<file path="src/rtl/pcm_sample_normalizer_macros.svh">
// Assertion macros for the PCM sample normalizer.
// Included by RTL files that carry concurrent assertions; depends on nothing.
`ifndef PCM_SAMPLE_NORMALIZER_MACROS_SVH
`define PCM_SAMPLE_NORMALIZER_MACROS_SVH

// Same-cycle implication, disabled while the synchronous active-low reset is asserted.
`define PSN_ASSERT_NOW(label, clk, rst_n, ante, cons, msg) \
    label: assert property (@(posedge clk) disable iff (!(rst_n)) (ante) |-> (cons)) \
        else $error(msg);

// Next-cycle implication, disabled while the synchronous active-low reset is asserted.
`define PSN_ASSERT_NEXT(label, clk, rst_n, ante, cons, msg) \
    label: assert property (@(posedge clk) disable iff (!(rst_n)) (ante) |=> (cons)) \
        else $error(msg);

`endif

</file>
<file path="src/rtl/pcm_norm_pkg.sv">
// Shared constants, codes and helper functions for the PCM sample normalizer.
// Standalone package; no dependencies.
`default_nettype none

package pcm_norm_pkg;

    // Fraction bits of the normalized result (Q2.30 by default).
    localparam int OUT_FRAC_BITS = 30;

    // Integer magnitude below full scale fits in at most 31 bits.
    localparam int MAG_W = 31;
    // Scaled magnitude times two, plus one integer bit of headroom.
    localparam int PAT_W = OUT_FRAC_BITS + 2;
    // Smallest repeat length of the reciprocal pattern (one-byte samples).
    localparam int MIN_K = 7;
    localparam int MAX_TERMS = (OUT_FRAC_BITS + 1) / MIN_K + 1;

    // Repeat lengths for 1, 2, 3 and 4 byte samples (sample bits minus one).
    localparam int K_BYTES1 = 7;
    localparam int K_BYTES2 = 15;
    localparam int K_BYTES3 = 23;
    localparam int K_BYTES4 = 31;

    // IEEE single: exponent bias plus mantissa width, and the widest useful right shift.
    localparam int FLT_SHIFT_BASE = 150;
    localparam int FLT_MAX_RSHIFT = 25;
    localparam int FSH_W = 9;
    localparam logic [7:0] FLT_EXP_MAX = 8'hFF;
    localparam logic [7:0] FLT_EXP_ONE = 8'd127;

    // Plus and minus one in the output format.
    localparam logic signed [31:0] NORM_MAX = 32'sd1 <<< OUT_FRAC_BITS;
    localparam logic signed [31:0] NORM_MIN = -NORM_MAX;

    // Sample kind codes.
    localparam logic [1:0] KIND_SIGNED   = 2'd0;
    localparam logic [1:0] KIND_UNSIGNED = 2'd1;
    localparam logic [1:0] KIND_FLOAT    = 2'd2;

    // Configuration register indexes.
    localparam logic [1:0] REG_KIND   = 2'd0;
    localparam logic [1:0] REG_BYTES  = 2'd1;
    localparam logic [1:0] REG_ENDIAN = 2'd2;

    // Reset values of the configuration registers.
    localparam logic [1:0] KIND_RESET  = KIND_SIGNED;
    localparam logic [2:0] BYTES_RESET = 3'd2;

    // Conversion path chosen for a sample.
    typedef enum logic [1:0] {
        PATH_NONE,
        PATH_INT,
        PATH_FLOAT
    } t_path;

    // Class of a float sample.
    typedef enum logic [1:0] {
        FCLS_ZERO,
        FCLS_SAT,
        FCLS_NORM
    } t_fcls;

    // Reorder the first n bytes of a word into an integer, zero above n bytes.
    function automatic logic [31:0] gather_bytes(input logic [31:0] word,
                                                 input logic [2:0]  n,
                                                 input logic        be);
        logic [31:0] acc;
        logic [2:0]  pos;
        acc = '0;
        pos = '0;
        for (int i = 0; i < 4; i++) begin
            if (3'(i) < n) begin
                pos = be ? (n - 3'd1 - 3'(i)) : 3'(i);
                acc[8*pos[1:0] +: 8] = word[8*i +: 8];
            end
        end
        return acc;
    endfunction

    // floor(2 * mag * 2^OUT_FRAC_BITS / (2^k - 1)) for mag < 2^k. The quotient is
    // mag repeated every k bits, so the blocks never overlap and OR equals sum.
    function automatic logic [PAT_W-1:0] repeat_pattern(input logic [MAG_W-1:0] mag,
                                                        input int k);
        logic [63:0] acc;
        logic [63:0] m64;
        int          s;
        acc = '0;
        m64 = 64'(mag);
        s   = 0;
        for (int j = 1; j <= MAX_TERMS; j++) begin
            s = OUT_FRAC_BITS + 1 - j * k;
            if (s >= 0) begin
                acc = acc | (m64 << s);
            end else if (-s < 64) begin
                acc = acc | (m64 >> (-s));
            end
        end
        return acc[PAT_W-1:0];
    endfunction

endpackage

`default_nettype wire

</file>
<file path="src/rtl/pcm_sample_normalizer.sv">
// PCM sample normalizer: raw 1 to 4 byte sample word to signed Q2.30, four-stage pipeline.
// Depends on pcm_norm_pkg and pcm_sample_normalizer_macros.svh.
`default_nettype none
`include "pcm_sample_normalizer_macros.svh"

// A sample is taken at every rising edge where start is high; busy never rises, so one
// transaction per clock is sustained. Each result appears on o_norm_value and
// o_format_ok after passing through the register stages below, marked for exactly
// one cycle by o_result_valid; results come out in input order and cannot be held
// off. There are four register stages: byte reorder, sign and magnitude decode,
// reciprocal pattern or float shift, and rounding with clamp. Integer samples are
// divided by 2^(n-1)-1 through a repeating bit pattern, so no multiplier is used.
// Configuration writes are always accepted (o_cfg_ready is high) and must only be
// issued while no sample is in flight. An unsupported format gives zero with
// o_format_ok low.
module pcm_sample_normalizer (
    input  wire                i_clk,
    input  wire                i_rst_n,
    // Sample command channel
    input  wire                start,
    output logic               busy,
    input  wire  [31:0]        i_raw_word,
    // Configuration write channel
    input  wire                i_cfg_valid,
    output logic               o_cfg_ready,
    input  wire  [1:0]         i_cfg_index,
    input  wire  [2:0]         i_cfg_data,
    // Result strobe and payload
    output logic               o_result_valid,
    output logic signed [31:0] o_norm_value,
    output logic               o_format_ok
);
    import pcm_norm_pkg::*;

    // Configuration registers
    logic [1:0] r_sample_kind;
    logic [2:0] r_sample_bytes;
    logic       r_big_endian;

    // Stage valid bits
    logic r_s1_valid;
    logic r_s2_valid;
    logic r_s3_valid;

    // Stage 1 payload
    logic [31:0]      r_s1_raw;
    t_path            r_s1_path;
    // Stage 2 payload
    t_path            r_s2_path;
    logic             r_s2_neg;
    logic             r_s2_full;
    logic [MAG_W-1:0] r_s2_mag;
    t_fcls            r_s2_fcls;
    logic [23:0]      r_s2_fman;
    logic signed [FSH_W-1:0] r_s2_fsh;
    // Stage 3 payload
    t_path            r_s3_path;
    logic             r_s3_neg;
    logic             r_s3_full;
    logic [PAT_W-1:0] r_s3_pat;
    t_fcls            r_s3_fcls;
    logic [31:0]      r_s3_fmag;

    // Next values
    logic [31:0]      n_s1_raw;
    t_path            n_s1_path;
    logic             n_s2_neg;
    logic             n_s2_full;
    logic [MAG_W-1:0] n_s2_mag;
    t_fcls            n_s2_fcls;
    logic signed [FSH_W-1:0] n_s2_fsh;
    logic [PAT_W-1:0] n_s3_pat;
    logic [31:0]      n_s3_fmag;
    logic signed [31:0] n_norm_value;

    // Stage 2 helpers
    logic             int_top;
    logic [MAG_W-1:0] int_low;
    logic [MAG_W-1:0] int_mask;
    logic [7:0]       flt_exp;
    logic [22:0]      flt_man;
    // Stage 3 helpers
    logic [FSH_W-1:0] flt_lsh;
    logic [31:0]      flt_trunc;
    // Stage 4 helpers
    logic [PAT_W-1:0] int_q;
    logic [31:0]      out_mag;

    logic accept;

    // The pipeline never stalls, so a sample is taken whenever start is high.
    assign busy        = 1'b0;
    assign o_cfg_ready = 1'b1;
    assign accept      = start && !busy;

    // Configuration writes; indexes beyond the register list are ignored.
    always_ff @(posedge i_clk) begin
        if (!i_rst_n) begin
            r_sample_kind  <= KIND_RESET;
            r_sample_bytes <= BYTES_RESET;
            r_big_endian   <= 1'b0;
        end else if (i_cfg_valid && o_cfg_ready) begin
            unique case (i_cfg_index)
                REG_KIND:   r_sample_kind  <= i_cfg_data[1:0];
                REG_BYTES:  r_sample_bytes <= i_cfg_data;
                REG_ENDIAN: r_big_endian   <= i_cfg_data[0];
                default:    ;
            endcase
        end
    end

    // Stage 1: byte reorder and format check.
    always_comb begin
        n_s1_raw  = gather_bytes(i_raw_word, r_sample_bytes, r_big_endian);
        n_s1_path = PATH_NONE;
        if (r_sample_bytes >= 3'd1 && r_sample_bytes <= 3'd4) begin
            if (r_sample_kind == KIND_SIGNED || r_sample_kind == KIND_UNSIGNED) begin
                n_s1_path = PATH_INT;
            end else if (r_sample_kind == KIND_FLOAT && r_sample_bytes == 3'd4) begin
                n_s1_path = PATH_FLOAT;
            end
        end
    end

    // Stage 2: integer sign and magnitude, float classification and shift amount.
    always_comb begin
        unique case (r_sample_bytes)
            3'd1: begin
                int_top  = r_s1_raw[7];
                int_low  = MAG_W'(r_s1_raw[6:0]);
                int_mask = MAG_W'(7'h7F);
            end
            3'd2: begin
                int_top  = r_s1_raw[15];
                int_low  = MAG_W'(r_s1_raw[14:0]);
                int_mask = MAG_W'(15'h7FFF);
            end
            3'd3: begin
                int_top  = r_s1_raw[23];
                int_low  = MAG_W'(r_s1_raw[22:0]);
                int_mask = MAG_W'(23'h7F_FFFF);
            end
            default: begin
                int_top  = r_s1_raw[31];
                int_low  = r_s1_raw[30:0];
                int_mask = {MAG_W{1'b1}};
            end
        endcase

        flt_exp = r_s1_raw[30:23];
        flt_man = r_s1_raw[22:0];

        if (r_s1_path == PATH_FLOAT) begin
            n_s2_neg = r_s1_raw[31];
        end else begin
            // Unsigned samples below the midpoint are negative.
            n_s2_neg = int_top ^ (r_sample_kind == KIND_UNSIGNED);
        end
        // Full scale negative exceeds minus one and is clamped later.
        n_s2_full = n_s2_neg && (int_low == '0);
        n_s2_mag  = n_s2_neg ? ((MAG_W'(0) - int_low) & int_mask) : int_low;

        if (flt_exp == FLT_EXP_MAX) begin
            n_s2_fcls = (flt_man != '0) ? FCLS_ZERO : FCLS_SAT;
        end else if (flt_exp == '0) begin
            n_s2_fcls = FCLS_ZERO;
        end else if (flt_exp >= FLT_EXP_ONE) begin
            n_s2_fcls = FCLS_SAT;
        end else begin
            n_s2_fcls = FCLS_NORM;
        end
        n_s2_fsh = FSH_W'(FLT_SHIFT_BASE - OUT_FRAC_BITS - int'(flt_exp));
    end

    // Stage 3: reciprocal pattern for integers, rounded shift for floats.
    always_comb begin
        unique case (r_sample_bytes)
            3'd1:    n_s3_pat = repeat_pattern(r_s2_mag, K_BYTES1);
            3'd2:    n_s3_pat = repeat_pattern(r_s2_mag, K_BYTES2);
            3'd3:    n_s3_pat = repeat_pattern(r_s2_mag, K_BYTES3);
            default: n_s3_pat = repeat_pattern(r_s2_mag, K_BYTES4);
        endcase

        flt_lsh   = FSH_W'(-r_s2_fsh);
        flt_trunc = '0;
        if (r_s2_fsh <= 0) begin
            n_s3_fmag = 32'(r_s2_fman) << flt_lsh;
        end else if (r_s2_fsh > FSH_W'(FLT_MAX_RSHIFT)) begin
            n_s3_fmag = '0;
        end else begin
            // Keep one extra bit, then round half up.
            flt_trunc = 32'(r_s2_fman) >> (r_s2_fsh - FSH_W'(1));
            n_s3_fmag = (flt_trunc + 32'd1) >> 1;
        end
    end

    // Stage 4: round, clamp and apply the sign.
    always_comb begin
        int_q = (r_s3_pat + PAT_W'(1)) >> 1;
        unique case (r_s3_path)
            PATH_INT: begin
                out_mag = r_s3_full ? 32'(NORM_MAX) : 32'(int_q);
            end
            PATH_FLOAT: begin
                unique case (r_s3_fcls)
                    FCLS_SAT:  out_mag = 32'(NORM_MAX);
                    FCLS_NORM: out_mag = (r_s3_fmag > 32'(NORM_MAX)) ?
                                         32'(NORM_MAX) : r_s3_fmag;
                    default:   out_mag = '0;
                endcase
            end
            default: out_mag = '0;
        endcase
        n_norm_value = r_s3_neg ? -$signed(out_mag) : $signed(out_mag);
    end

    // Valid bits travel with the data.
    always_ff @(posedge i_clk) begin
        if (!i_rst_n) begin
            r_s1_valid     <= 1'b0;
            r_s2_valid     <= 1'b0;
            r_s3_valid     <= 1'b0;
            o_result_valid <= 1'b0;
        end else begin
            r_s1_valid     <= accept;
            r_s2_valid     <= r_s1_valid;
            r_s3_valid     <= r_s2_valid;
            o_result_valid <= r_s3_valid;
        end
    end

    // Payload registers load only when a sample is moving into their stage.
    always_ff @(posedge i_clk) begin
        if (accept) begin
            r_s1_raw  <= n_s1_raw;
            r_s1_path <= n_s1_path;
        end
        if (r_s1_valid) begin
            r_s2_path <= r_s1_path;
            r_s2_neg  <= n_s2_neg;
            r_s2_full <= n_s2_full;
            r_s2_mag  <= n_s2_mag;
            r_s2_fcls <= n_s2_fcls;
            r_s2_fman <= {1'b1, flt_man};
            r_s2_fsh  <= n_s2_fsh;
        end
        if (r_s2_valid) begin
            r_s3_path <= r_s2_path;
            r_s3_neg  <= r_s2_neg;
            r_s3_full <= r_s2_full;
            r_s3_pat  <= n_s3_pat;
            r_s3_fcls <= r_s2_fcls;
            r_s3_fmag <= n_s3_fmag;
        end
        if (r_s3_valid) begin
            o_norm_value <= n_norm_value;
            o_format_ok  <= (r_s3_path != PATH_NONE);
        end
    end

    // Every result traces back to a sample taken while start was high.
    `PSN_ASSERT_NOW(a_result_has_source, i_clk, i_rst_n, o_result_valid, $past(start, 4), "result without a sample four cycles earlier")
    // An unsupported format never leaks a nonzero value.
    `PSN_ASSERT_NOW(a_unsupported_is_zero, i_clk, i_rst_n, o_result_valid && !o_format_ok, o_norm_value == '0, "unsupported format gave a nonzero value")
    // Results stay within plus and minus one.
    `PSN_ASSERT_NOW(a_result_in_range, i_clk, i_rst_n, o_result_valid, o_norm_value <= NORM_MAX && o_norm_value >= NORM_MIN, "normalized value outside plus or minus one")
    // The last pipeline stage always drains into the result strobe.
    `PSN_ASSERT_NEXT(a_stage_drains, i_clk, i_rst_n, r_s3_valid, o_result_valid, "sample lost between the last stage and the output")

endmodule

`default_nettype wire
</file>
<file path="config.mk">
export PLATFORM = sky130hd
export DESIGN_NAME = pcm_sample_normalizer
export DESIGN_NICKNAME = d
export VERILOG_FILES = /design/src/rtl/pcm_norm_pkg.sv /design/src/rtl/pcm_sample_normalizer.sv
export VERILOG_INCLUDE_DIRS = /design/src /design/src/rtl
export SDC_FILE = /design/constraint.sdc
export NUM_CORES = 1
export LEC_CHECK = 0
export ABC_AREA = 0
export ABC_CLOCK_PERIOD_IN_PS = 5000
export BUFFER_PORTS_ARGS = -buffer_cell sky130_fd_sc_hd__buf_2
export CORE_MARGIN = 3
export CORE_UTILIZATION = 35
export CTS_BUF_LIST = sky130_fd_sc_hd__clkbuf_8
export CTS_CLUSTER_DIAMETER = 80
export DETAILED_ROUTE_END_ITERATION = 10
export GPL_TIMING_DRIVEN = 0
export REMOVE_ABC_BUFFERS = 1
export SETUP_SLACK_MARGIN = 0.2
export SYNTH_ARGS = -nofsm -noshare
export SYNTH_HDL_FRONTEND = slang
export SYNTH_SLANG_ARGS = --single-unit
</file>
<file path="constraint.sdc">
create_clock -name i_clk -period 5 [get_ports i_clk]
set_clock_uncertainty 0.1 [all_clocks]
set_input_delay 1.5 -clock i_clk [delete_from_list [all_inputs] [get_ports i_clk]]
set_output_delay 1.5 -clock i_clk [all_outputs]
set_load 0.005 [all_outputs]
</file>
==> results of run 1 <==
layer usage:
| layer | wire (um) | global-route usage, % | vias to the layer above |
|---|---|---|---|
| li1 | - | - | 6109 |
| met1 | 19700 | 26.4 | 6159 |
| met2 | 21900 | 33.6 | 592 |
| met3 | 3010 | 3.01 | 105 |
| met4 | 1750 | 7.73 | 0 |
| met5 | 0 | 0 | - |
worst register-to-register path: cells and delay by family, from the launching register on:
family                     cells  cell delay (ns)
and+or+nand+nor                4             2.26
AOI/OAI and AO/OA              3             0.85
xor gates and xnor gates       1             0.11
adders and majority gates      1             0.40
DFF                            1             0.41
buffers and inverters          1             0.08
synth_stat cells, types with 35 or more instances:
master    number  area (um2)
nor3_1        64         320
nor2_1       142         533
clkbuf_1      57         214
mux2i_1       42         420
edfxtp_1     205        6160
xor2_1        61         534
nand2_1      165         619
nand3_1       74         370
a22oi_1       37         278
a22o_1        35         307
o21ai_0      105         526
xnor2_1       48         420
a21oi_1       57         285
logic make-up (layout without fill, tap and decap cells):
group	count (synthesis)	after routing	share of synthesized area, %
simple gates	643	643	22.0
compound gates	387	387	17.4
flops	215	215	42.3
buf+inv	114	193	3.16
xor+xnor	111	112	6.65
mux	75	75	6.12
fa+ha+maj	28	28	2.33
other cells	2	2	0.0500
path summary, 6_finish.rpt:
kind,start,end,slack [ns],cells after the start
max,r_s3_path[0],o_norm_value[29],0.52,10
min,r_s2_full,r_s3_full,0.31,0
max reg2reg,r_s3_path[0],o_norm_value[29],0.52,10
min reg2reg,r_s2_full,r_s3_full,0.31,0
final cells by class:
cell class / instances / area share [%]
multi-input combinational: 1247 / 49.5
sequential: 215 / 37.8
tap: 539 / 4.01
timing repair buffer: 92 / 3.49
clock buffer: 39 / 3.19
clock inverter: 29 / 1.25
inverter: 33 / 0.737
registers in the layout, indices dropped and copies added, names as in the netlist, 3 cells and up:
signal and cells:
r_s3_fmag 32, o_norm_value 32, r_s2_mag 31, r_s1_raw 32, r_s2_fsh 9, r_sample_bytes 3, r_s2_fman 22, r_s3_pat 32
repair_timing:
action                     in CTS  in global routing
pin swaps                       1                  0
buffers inserted                7                  0
gates resized for setup         4                  2
setup endpoints to repair      24                 17
cloned                          1                  0
stage by stage:
stage	utilization, %	cells	hold slack [ns]
after floorplan	-	1494	0.300
after detailed placement	37.9	2118	0.308
after CTS	39.9	2194	0.319
final	39.9	2194	0.314
after global routing	39.9	2194	0.317
after global placement	37.3	2107	0.305
power by group:
part / switching [uW] / internal, uW
combinational: 467 / 298
clock: 705 / 885
sequential: 141 / 2090
==> results.py, run 1 <==
metrics = {
    "setup_path": {
        "cp_data_required_time_ns": 5.17,
        "critPathBufInv": 1,
        "crit_slowest_cell": "nand3b_1",
        "critPathMaxFanout": 26,
        "worstSetupEndpointType": "flip-flop",
        "cpLargestDelayFamily": "simple AND/OR/NAND/NOR gates",
        "cp_cell_sequence": "inv_1 > ha_1 > nand3b_1 > o2bb2ai_1 > o21a_1 > or4b_1 > nor4_1 > nand3_1 > o21ai_0 > xor2_1",
        "critPathMaxStageDelay_ns": 0.77,
        "start_kind": "flip-flop",
        "crit_arrival_ns": 4.65,
        "crit_type": "reg2reg",
    },
    "floorplan": {
        "start_util_pct": 35.6,
        "core_area_um2": 42100,
        "fp-row-count": 75,
        "dieArea_um2": 45400,
        "die_y_um": 213,
        "fp.dieW_um": 213,
        "pin_count": 77,
    },
    "routing": {
        "routed_wl_um": 46300,
        "drtAntennaViolNets": 0,
        "first_pass_iters": 6,
        "drtIter0Drc": 1142,
        "routed_via_density": 5.91,
        "wl_per_cell_um": 21.1,
        "vias": 12965,
        "drc": 0,
    },
    "synth": {
        "ys_ff_latch": 215,
        "ys_warn_count": 0,
        "synth_area_um2": 15000,
        "synth_edf_count": 205,
        "synth-main-ff-cell": "edfxtp_1",
        "ys_types": 97,
        "ys_seq_area_share_pct": 42.3,
        "syn_inst": 1575,
        "ys_async_sr_fraction_pct": 0,
        "avgSynthCellArea_um2": 9.54,
    },
    "clock_network": {
        "clockBufferDepth": 3,
        "insertion_delay_ns": 0.54,
        "cts_tree": "built",
        "cts_root_buf": "clkbuf_8",
        "numCtsBuffers": 37,
        "h-tree-depth": 2,
        "hold_buffers": 0,
        "path_clk_slew_ns": 0.06,
        "cts.sinks": 215,
    },
    "final_layout": {
        "nNetsFinal": 1695,
        "final_common_cell": "edfxtp_1",
        "fillCellCount": 4141,
        "diodes": 0,
        "drive_gt1_share_pct": 13.5,
        "fin_area_um2": 16800,
        "register_area_um2": 6360,
        "layout_common_cells": "205 x edfxtp_1, 165 x nand2_1, 141 x nor2_1, 103 x o21ai_0",
        "syn2layout_area_growth_pct": 12.0,
        "multi_input_area_um2": 8320,
    },
    "sta": {
        "fmax_ghz": 0.223,
        "postLayoutSetupSlackWorst_ns": 0.519,
        "min_period_ns": 4.48,
        "finalSetupViolCount": 0,
        "hold_viol": 0,
        "tightest_slew_ns": 1.32,
        "finalCritPeriodShare_pct": 89.6,
        "slew_viol_final": 0,
        "rsz0062_at_grt": "false",
        "slew_headroom_pct": 11.6,
        "setup_tns_ns": 0,
    },
    "job": {
        "max_cap_viol_count": 0,
    },
    "power_and_ir_drop": {
        "pwr_density_cell_nw_per_um2": 273,
        "total_power_uw": 4580,
        "p_leak_uw": 0.00584,
        "vdd_ir_drop_max_mv": 0.135,
    },
    "worst_hold_path": {
        "hp-class": "reg2reg",
    },
    "placed_design": {
        "dp_hpwl_um": 35300,
        "postPlaceCellArea_um2": 16000,
        "gp_congestion": 0.980,
        "dpl_worst_slack_ns": -0.627,
        "port_buffers": 74,
    },
    "grt": {
        "grtUsageTotal_pct": 20.1,
        "grt_overflow": 0,
        "antenna_found_initial": 0,
        "grt_pass1_wl_um": 72200,
        "grt_max_degree": 72,
        "grt_pass1_vias": 12326,
    },
    "outcome": {
        "status": "finished clean",
    },
}
(Power assumes the default switching activity.)
==> run 2: changes to the inputs <==
- GPL_TIMING_DRIVEN: 0 -> default
==> run 2 against run 1 <==
Power is 3.7% lower. Highest routed layer unchanged. Non-clock buffer count is 13 higher. Combinational power is 2% higher. Global-route usage is 0.61 points higher. Clock-buffer cell count stayed put. Fmax is 0.71% higher. Worst setup slack better by 0.032 ns. Core utilization is 0.41 points lower. Critical path depth is 2 higher. First-iteration DRC count is 5.9% lower. Cell count is 0.59% higher. Via count is 0.16% higher. Critical path type unchanged.
==> results.py, run 2 (synthesis results as in run 1) <==
metrics = {
    "outcome": {
        "status": "finished clean",
    },
    "setup_path": {
        "reg2reg_depth": 12,
        "worstSetupEndpointType": "flip-flop",
        "cp_data_required_time_ns": 5.18,
        "start_kind": "flip-flop",
        "r2r_start": "r_s2_fsh[0]",
        "crit_arrival_ns": 4.63,
        "critPathMaxFanout": 31,
        "reg2reg_slack_ns": 0.55,
        "rr_endpoint": "r_s3_fmag[22]",
        "crit_type": "reg2reg",
    },
    "routing": {
        "drtIter0Drc": 1075,
        "routed_wl_um": 47700,
        "drtAntennaViolNets": 0,
        "vias": 12986,
        "routed_via_density": 5.88,
        "drc": 0,
        "wl_per_cell_um": 21.6,
        "first_pass_iters": 5,
    },
    "placed_design": {
        "postPlaceCellArea_um2": 16000,
        "port_buffers": 74,
        "dp.cells": 2138,
        "dp_hpwl_um": 36700,
        "gp_congestion": 0.977,
    },
    "floorplan": {
        "dieArea_um2": 45400,
        "start_util_pct": 35.6,
        "fp.dieW_um": 213,
        "core_area_um2": 42100,
        "pin_count": 77,
        "die_y_um": 213,
        "fp-row-count": 75,
    },
    "power_and_ir_drop": {
        "switching_power_uw": 1310,
        "p_seq_share_pct": 50.1,
        "combPwrFrac_pct": 17.7,
        "total_power_uw": 4410,
        "pwr_density_cell_nw_per_um2": 265,
        "vdd_ir_drop_max_mv": 0.171,
        "p_clk_share_pct": 32.3,
        "p_leak_uw": 0.00581,
        "cell_internal_pwr_uw": 3100,
        "switching_share_pct": 29.7,
    },
    "sta": {
        "hold_viol": 0,
        "finalSetupViolCount": 0,
        "min_period_ns": 4.45,
        "slew_viol_final": 0,
        "slew_headroom_pct": 22.9,
        "finalCritPeriodShare_pct": 89.0,
        "tightest_slew_ns": 1.15,
        "rsz0062_at_grt": "false",
        "fmax_ghz": 0.225,
    },
    "clock_network": {
        "numCtsBuffers": 38,
        "h-tree-depth": 2,
        "insertion_delay_ns": 0.55,
        "post_cts_buffers": 0,
        "cts_root_buf": "clkbuf_8",
        "clockBufferDepth": 3,
        "hold_buffers": 0,
        "cts.sinks": 215,
        "path_clk_slew_ns": 0.06,
        "cts_tree": "built",
        "post_cts_resized": 0,
    },
    "final_layout": {
        "final_common_cell": "edfxtp_1",
        "register_area_um2": 6360,
        "final_cells": 2207,
        "syn2layout_area_growth_pct": 10.8,
        "fin_util_pct": 39.5,
        "drive_gt1_share_pct": 13.1,
        "multi_input_area_um2": 8220,
        "nNetsFinal": 1708,
        "fin_area_um2": 16600,
        "layout_common_cells": "205 x edfxtp_1, 165 x nand2_1, 142 x nor2_1, 104 x o21ai_0",
        "fillCellCount": 4153,
    },
    "worst_hold_path": {
        "holdPathEnd": "r_s3_fcls[1]",
        "min_path_cells": 0,
        "hp-class": "reg2reg",
        "min_from": "r_s2_fcls[1]",
    },
    "grt": {
        "grt_max_degree": 72,
        "grtUsageTotal_pct": 20.7,
        "grt_overflow": 0,
        "grt_pass1_vias": 12417,
        "grt_pass1_wl_um": 73700,
        "antenna_found_initial": 0,
    },
    "job": {
        "max_cap_viol_count": 0,
    },
}
run 2: cell types whose count changed in the layout (fill, tap and decap cells not counted), sizes merged:
cell | previous run | this run
clkinvlp | 3 | 1
xor2 | 63 | 62
diode | 0 | 2
inv | 43 | 42
clkinv | 13 | 18
buf | 92 | 105
bufinv | 3 | 0
run 2: worst max path at each step:
| stage | startpoint | to |
|---|---|---|
| 3_5_place_dp | r_s2_fsh[1] | r_s3_fmag[22] |
| 4_1_cts | r_s2_fsh[1] | r_s3_fmag[22] |
| 6_report | r_s2_fsh[0] | r_s3_fmag[22] |
| 3_3_place_gp | r_s2_fsh[0] | r_s3_fmag[22] |
| 2_1_floorplan | r_s2_fsh[0] | r_s3_fmag[19] |
| 5_1_grt | r_s2_fsh[1] | r_s3_fmag[22] |
run 2: area by class of cell:
type | instances | share of cell area (%)
Antenna cell | 2 | 0.0301
Multi-Input combinational cell | 1246 | 49.4
Tap cell | 539 | 4.05
Timing Repair Buffer | 105 | 3.70
Inverter | 33 | 0.744
Sequential cell | 215 | 38.2
Clock inverter | 28 | 0.691
Clock buffer | 39 | 3.22
run 2: stage by stage:
stage	setup TNS [ns]	worst slack [ns]	hold slack (ns)
2_1_floorplan	-14.14	-0.781	0.300
3_3_place_gp	0	0.558	0.305
3_5_place_dp	0	0.425	0.305
4_1_cts	0	0.429	0.316
5_1_grt	0	0.293	0.320
6_report	0	0.551	0.306
run 2: critical path: stages, from the launching register on:
cell,delay (ns)
edfxtp_1,0.36
inv_2,0.13
ha_2,0.78
buf_4,0.38
mux2_2,0.23
mux2i_1,0.09
mux2i_1,0.35
o22ai_1,0.23
a2111oi_4,0.48
nand3b_2,0.36
nor3_2,0.30
a31oi_1,0.13
a211o_1,0.26
run 2: power by group through the flow:
stage,sequential [uW],combinational [uW],clock [uW]
2_1_floorplan,2210,492,0
3_3_place_gp,2240,764,0
5_1_grt,2220,851,1550
3_5_place_dp,2240,766,0
6_report,2210,781,1420
4_1_cts,2210,770,1470
run 2: metal layers:
layer | GRT usage, % | part of all wire [%] | up-vias
li1 | - | - | 6133
met1 | 28.2 | 44 | 6225
met2 | 34.2 | 47 | 542
met3 | 2.98 | 6.5 | 86
met4 | 6.49 | 2.8 | 0
met5 | 0 | 0 | -
